===== src/design/rpn_pkg.sv =====
// ----------------------------------------------------------------------------
// rpn_pkg: shared types and codes of the RPN stack calculator
// Command codes, status codes and the controller state type.
// ----------------------------------------------------------------------------
package rpn_pkg;

    typedef enum logic [3:0] {
        CMD_PUSH   = 4'd0,
        CMD_ADD    = 4'd1,
        CMD_SUB    = 4'd2,
        CMD_MUL    = 4'd3,
        CMD_DIV    = 4'd4,
        CMD_MOD    = 4'd5,
        CMD_PEEK   = 4'd6,
        CMD_DUP    = 4'd7,
        CMD_SWAP   = 4'd8,
        CMD_CLEAR  = 4'd9,
        CMD_ASSIGN = 4'd10,
        CMD_RECALL = 4'd11,
        CMD_EMIT   = 4'd12
    } cmd_t;

    typedef enum logic [2:0] {
        ST_OK        = 3'd0,
        ST_EMPTY     = 3'd1,
        ST_FULL      = 3'd2,
        ST_ZERO_DIV  = 3'd3,
        ST_BAD_VAR   = 3'd4,
        ST_BAD_CMD   = 3'd5
    } status_t;

    typedef enum logic [3:0] {
        S_IDLE,
        S_RD1,     // read top entry issued
        S_RD2,     // read second entry issued
        S_VAR,     // variable read data present
        S_EXEC,    // operands present, start work
        S_MUL1,
        S_MUL2,
        S_DIVW,
        S_WB,      // write back result
        S_WB2,     // second write of swap
        S_OUT
    } state_t;

    localparam int NUM_VARS_C  = 26;
    localparam int CODE_FIRST  = 65;
    localparam int CODE_LAST   = 90;

    // divider request / response bundle
    typedef struct packed {
        logic        start;
        logic        is_mod;
        logic [63:0] num_mag;
        logic [63:0] den_mag;
    } div_req_t;

    typedef struct packed {
        logic         done;
        logic [127:0] quot;
        logic [63:0]  rem;
    } div_rsp_t;

endpackage


===== src/design/rpn_divider.sv =====
// ----------------------------------------------------------------------------
// rpn_divider: shared restoring divider, one quotient bit per cycle
// Divides (num << FRAC_BITS) for div or num for mod by an unsigned divisor.
// ----------------------------------------------------------------------------
module rpn_divider
    import rpn_pkg::*;
#(
    parameter int FRAC_BITS = 32
)
(
    input  logic     clk,
    input  logic     rst_n,
    input  div_req_t req,
    output div_rsp_t rsp
);

    logic [127:0] num_reg, num_next;
    logic [127:0] quot_reg, quot_next;
    logic [63:0]  rem_reg, rem_next;
    logic [63:0]  den_reg, den_next;
    logic [7:0]   cnt_reg, cnt_next;
    logic         busy_reg, busy_next;
    logic         done_reg, done_next;
    logic [64:0]  shifted;
    logic [64:0]  diff;

    always_comb
    begin
        num_next  = num_reg;
        quot_next = quot_reg;
        rem_next  = rem_reg;
        den_next  = den_reg;
        cnt_next  = cnt_reg;
        busy_next = busy_reg;
        done_next = 1'b0;
        shifted   = {rem_reg, num_reg[127]};
        diff      = shifted - {1'b0, den_reg};
        if (req.start)
        begin
            busy_next = 1'b1;
            den_next  = req.den_mag;
            rem_next  = '0;
            quot_next = '0;
            if (req.is_mod)
            begin
                num_next = {req.num_mag, 64'd0};
                cnt_next = 8'd64;
            end
            else
            begin
                num_next = {64'd0, req.num_mag} << FRAC_BITS;
                cnt_next = 8'd128;
            end
        end
        else if (busy_reg)
        begin
            num_next = {num_reg[126:0], 1'b0};
            if (!diff[64])
            begin
                rem_next  = diff[63:0];
                quot_next = {quot_reg[126:0], 1'b1};
            end
            else
            begin
                rem_next  = shifted[63:0];
                quot_next = {quot_reg[126:0], 1'b0};
            end
            cnt_next = cnt_reg - 8'd1;
            if (cnt_reg == 8'd1)
            begin
                busy_next = 1'b0;
                done_next = 1'b1;
            end
        end
    end

    always_ff @(posedge clk or negedge rst_n)
    begin
        if (!rst_n)
        begin
            busy_reg <= 1'b0;
            done_reg <= 1'b0;
            cnt_reg  <= '0;
        end
        else
        begin
            busy_reg <= busy_next;
            done_reg <= done_next;
            cnt_reg  <= cnt_next;
        end
    end

    always_ff @(posedge clk)
    begin
        num_reg  <= num_next;
        quot_reg <= quot_next;
        rem_reg  <= rem_next;
        den_reg  <= den_next;
    end

    assign rsp.done = done_reg;
    assign rsp.quot = quot_reg;
    assign rsp.rem  = rem_reg;

endmodule


===== config.mk =====
export PLATFORM = sky130hd
export DESIGN_NAME = rpn_divider
export DESIGN_NICKNAME = d
export VERILOG_FILES = /design/src/design/rpn_pkg.sv /design/src/design/rpn_divider.sv
export SDC_FILE = /design/constraint.sdc
export NUM_CORES = 1
export LEC_CHECK = 0
export ABC_AREA = 1
export BUFFER_PORTS_ARGS = -buffer_cell sky130_fd_sc_hd__clkbuf_2
export CAP_MARGIN = 40
export CORE_ASPECT_RATIO = 0.5
export CORE_UTILIZATION = 57
export DETAILED_ROUTE_END_ITERATION = 16
export PLACE_DENSITY = 0.81
export SLEW_MARGIN = 20
export SYNTH_ARGS = -nofsm -noshare
export SYNTH_HDL_FRONTEND = slang
export SYNTH_SLANG_ARGS = --single-unit
export TNS_END_PERCENT = 10

===== constraint.sdc =====
create_clock -name clk -period 4.9 [get_ports clk]
set_input_delay 0.49 -clock clk [delete_from_list [all_inputs] [get_ports clk]]
set_output_delay 0.49 -clock clk [all_outputs]
set_load 0.02 [all_outputs]

==> results.md <==
- Clock Pin Slew Worst Setup and Hold Paths: 0.07 ns
- Final Hold Vio Count: 0
- Initial Utilization: 0.582
- Critical Path End Type: register
- Setup-failing EPs final: 0
- Crit path to: rem_reg[44]$_SDFFE_PP0P_
- Max reg flops: ~130
- Die area: around 35000 sq um
- First-pass GRT wire length: roughly 85 mm
- Worst r2r src: den_reg[0]$_DFFE_PP_
- Outcome: complete, no violations
- Gpl congestion: 0.980
- Clock Sinks: around 360
- Yosys cell types: 36
- Most frequent cells after synthesis: 923 x nand2_1, 586 x inv_1, 192 x dfxtp_1
- Crit path cell chain: ha_1, fa_1, inv_1, nand2_1, nand2_1, nand3_1, nand2_1, nand2_1, nand2_2, nand2_1, nand2_1, nand2_1, nand2_2, nand2_2, nand2_4, nand2_4, nand2_1, nand2_1, nand2_1
- CP Buf/Inv Count: 1
- Largest area contributor in the netlist: edfxtp_1
- Post-Syn Area: 19300 sq um
- Clock power share: 0.389
- Antenna viol nets, final: 0
- DR vias: 17600
- Peak supply drop: ~0.00027 V
- Most area-consuming cells after synthesis: edfxtp_1 25%, dfxtp_1 20%, nand2_1 18%
- FF-to-FF setup slack: 1.41 ns
- Synth async-reset ratio: 0.0276
- Layout Cells excl Fill: 3421
- Pwr per Cell Area: between 200 and 300 nW/um^2
- Int Power: between 4 and 5 mW
- Core region area: about 33000 sq um
- Switching power total: ~1.6 mW
- Leak Pwr: around 12 nW
- Largest net degree at the start of global routing: approximately 100
- Slew @ Worst Pin: between 0.8 and 0.9 ns
- Sequential cell area fraction in the yosys report: 0.460
- Most common cell in the netlist: nand2_1
- Max Clock Skew: around 0.036 ns
- Critical path class: register to register
- Max_slew headroom: 0.462
- Detailed Routing Iterations Pass 1: 5
- Clock Path Buffers: 3
- # nets final: approximately 3200
- Aggregate routed wire length: 53.9 mm
- FF+latch count, synth: 362
- Wire length per cell: roughly 16 um
- Final worst slack: 1.41 ns
- Setup TNS: 0 ns
- # DRC: 0
- Worst path depth: 19
- DIE HEIGHT: 132 um
- Layout cell share with drive strength beyond 1: 0.138
- Max Freq: between 200 and 300 MHz
- Synth Flop Type: dfxtp_1
- Ports: between 300 and 400
- Syn nets: around 2900
- CP Max Fanout: 61
- CTS tree: built
- Initial antenna violation count: 3
- Dpl cells: ~3400
- RSZ-0062 raised after global routing: no
- Worst hold path type: primary input to register
- CP max stage delay: ~0.56 ns
- P&R area growth vs syn: 16.0%
- Vias in the first global route: between 15000 and 20000
- Final period util: 0.712
- Gate power share: 0.093
- Clk Latency, worst-skew pair: 0.61 ns
- Cell Rows: 47
- Port buffer count: about 320
- Tmin final: ~3.5 ns
- CP startpoint: den_reg[0]$_DFFE_PP_
- DRT iter0 DRCs: 1498
- Number of max-cap violations: 0
- Worst slack at placement: around 1.5 ns
- Most used cell, CP: nand2_1
- Overflow left after global routing: 0
- Die width: roughly 260 um
- Post-Synthesis Cells: approximately 2700
- Via density: just over 5
- Cell class contributing the biggest share of worst-path delay: simple AND/OR/NAND/NOR gates
- Post-CTS sizing: 0
- Sw frac: 0.243
- Avg Inst Size Synth: slightly above 7 sq um
- HPWL after DPL: a little over 40 mm
- Synth warn: 0
- Required time worst endpoint: roughly 5.5 ns
- Reg2reg path depth: 19
- CP startpoint kind: register
- TritonCTS Buffers: 31
- Flop pwr share: 0.517
- R2r endpoint: rem_reg[44]$_SDFFE_PP0P_
- EDFF count, synth: 160
- Post-synth top area share: 0.248
- Slew Limit Fails: 0
- WP data arrival: between 4 and 5 ns
- Root Buffer: clkbuf_16
- Master of the slowest instance on the critical path: nand2_4
- H-tree levels: 1
- Total track usage: 0.305
-- metrics by stage --
| stage | hold slack (ns) | total power [mW] | area, sq um | util |
|---|---|---|---|---|
| final | 0.0506 | 6.58 | 22400 | 0.676 |
| after global routing | 0.0292 | 6.82 | 22400 | 0.676 |
| after CTS | 0.0281 | 6.61 | 22400 | 0.675 |
| after detailed placement | 0.364 | 4.07 | 21400 | 0.643 |
| after global placement | 0.368 | 4.04 | 21300 | 0.640 |
| after floorplan | 0.194 | 3.87 | 19300 | - |
-- how the worst min path moves through the flow --
stage / depth (start not counted) / slack, ns / endpoint / startpoint
2_1_floorplan: 0 / 0.19 / busy_reg$_DFF_PN0_ / rst_n
3_3_place_gp: 1 / 0.37 / done_reg$_DFF_PN0_ / rst_n
3_5_place_dp: 1 / 0.36 / done_reg$_DFF_PN0_ / rst_n
4_1_cts: 1 / 0.03 / den_reg[13]$_DFFE_PP_ / req[13]
5_1_grt: 1 / 0.03 / den_reg[13]$_DFFE_PP_ / req[13]
6_report: 1 / 0.05 / den_reg[6]$_DFFE_PP_ / req[6]
-- worst reg2reg max path, delay by kind of cell (launching register included) --
family / cells / cell delay [ns]
adders and majority gates: 2 / 0.62
buffers and inverters: 1 / 0.09
DFF: 1 / 0.37
and+or+nand+nor: 16 / 2.36
-- per-layer routing --
| layer | up-vias | track usage | routed length, um |
|---|---|---|---|
| li1 | 8905 | - | - |
| met1 | 8087 | 0.427 | 24600 |
| met2 | 523 | 0.491 | 24400 |
| met3 | 102 | 0.0426 | 3150 |
| met4 | 0 | 0.101 | 1790 |
| met5 | - | 0 | 0 |
-- placed cells by master (no fill, tap or decap), types with 3 or more instances in the layout --
cell type  Yosys  final
o21ai_0       85     85
nor2_1       112    110
xor2_1         3      3
inv_2          3      4
clkinv_2       0      6
edfxtp_1     160    160
dfrtp_1       10     10
inv_1        586    585
o221ai_1      32     32
nand3_1      115    115
diode_2        0      3
dfxtp_1      192    192
nand3b_1      12     12
nand2_2        5      6
clkbuf_16      0     31
nand2_1      923    922
buf_12         0      3
bufinv_16      0      3
xnor2_1       30     30
nor3_1        20     20
nor4_1         4      4
ha_1          66     66
nor2_2         6      6
clkbuf_1      61      9
buf_4          4      8
o21bai_1       8      8
o22ai_1      127    127
clkbuf_8       0      6
clkbuf_2       0    324
nand4_1        4      4
a21oi_1       67     67
-- what timing repair did --
action	CTS	global route
setup buffers	0	0
hold buffers	1	0
hold endpoints to repair	10	0
-- final cells by class --
class	count	area, sq um
diodes	3	7.51
clock buffers	47	897
clock inverters	11	155
fillers	2818	10800
inverters	590	2220
multi-input cells	1629	7900
flip-flops and latches	362	8900
well taps	441	552
repair buffers	338	1820
-- power by group through the flow --
stage | combinational [mW] | clock [mW] | sequential (mW)
final | 0.613 | 2.56 | 3.40
after floorplan | 0.413 | 0 | 3.46
after detailed placement | 0.602 | 0 | 3.47
after CTS | 0.610 | 2.60 | 3.40
after global routing | 0.690 | 2.71 | 3.42
after global placement | 0.579 | 0 | 3.46
-- kinds of logic (layout without fill, tap and decap cells) --
logic type                 Yosys count  in the layout  synth area share
and+or+nand+nor                   1209           1209             0.250
other                                0              3                 0
buffers and inverters              669            986             0.133
DFF                                362            362             0.460
AOI/OAI and AO/OA                  320            320            0.0984
xor gates and xnor gates            33             33            0.0149
adders and majority gates           67             67            0.0437
No activity file was read; power rests on OpenSTA's default activity.
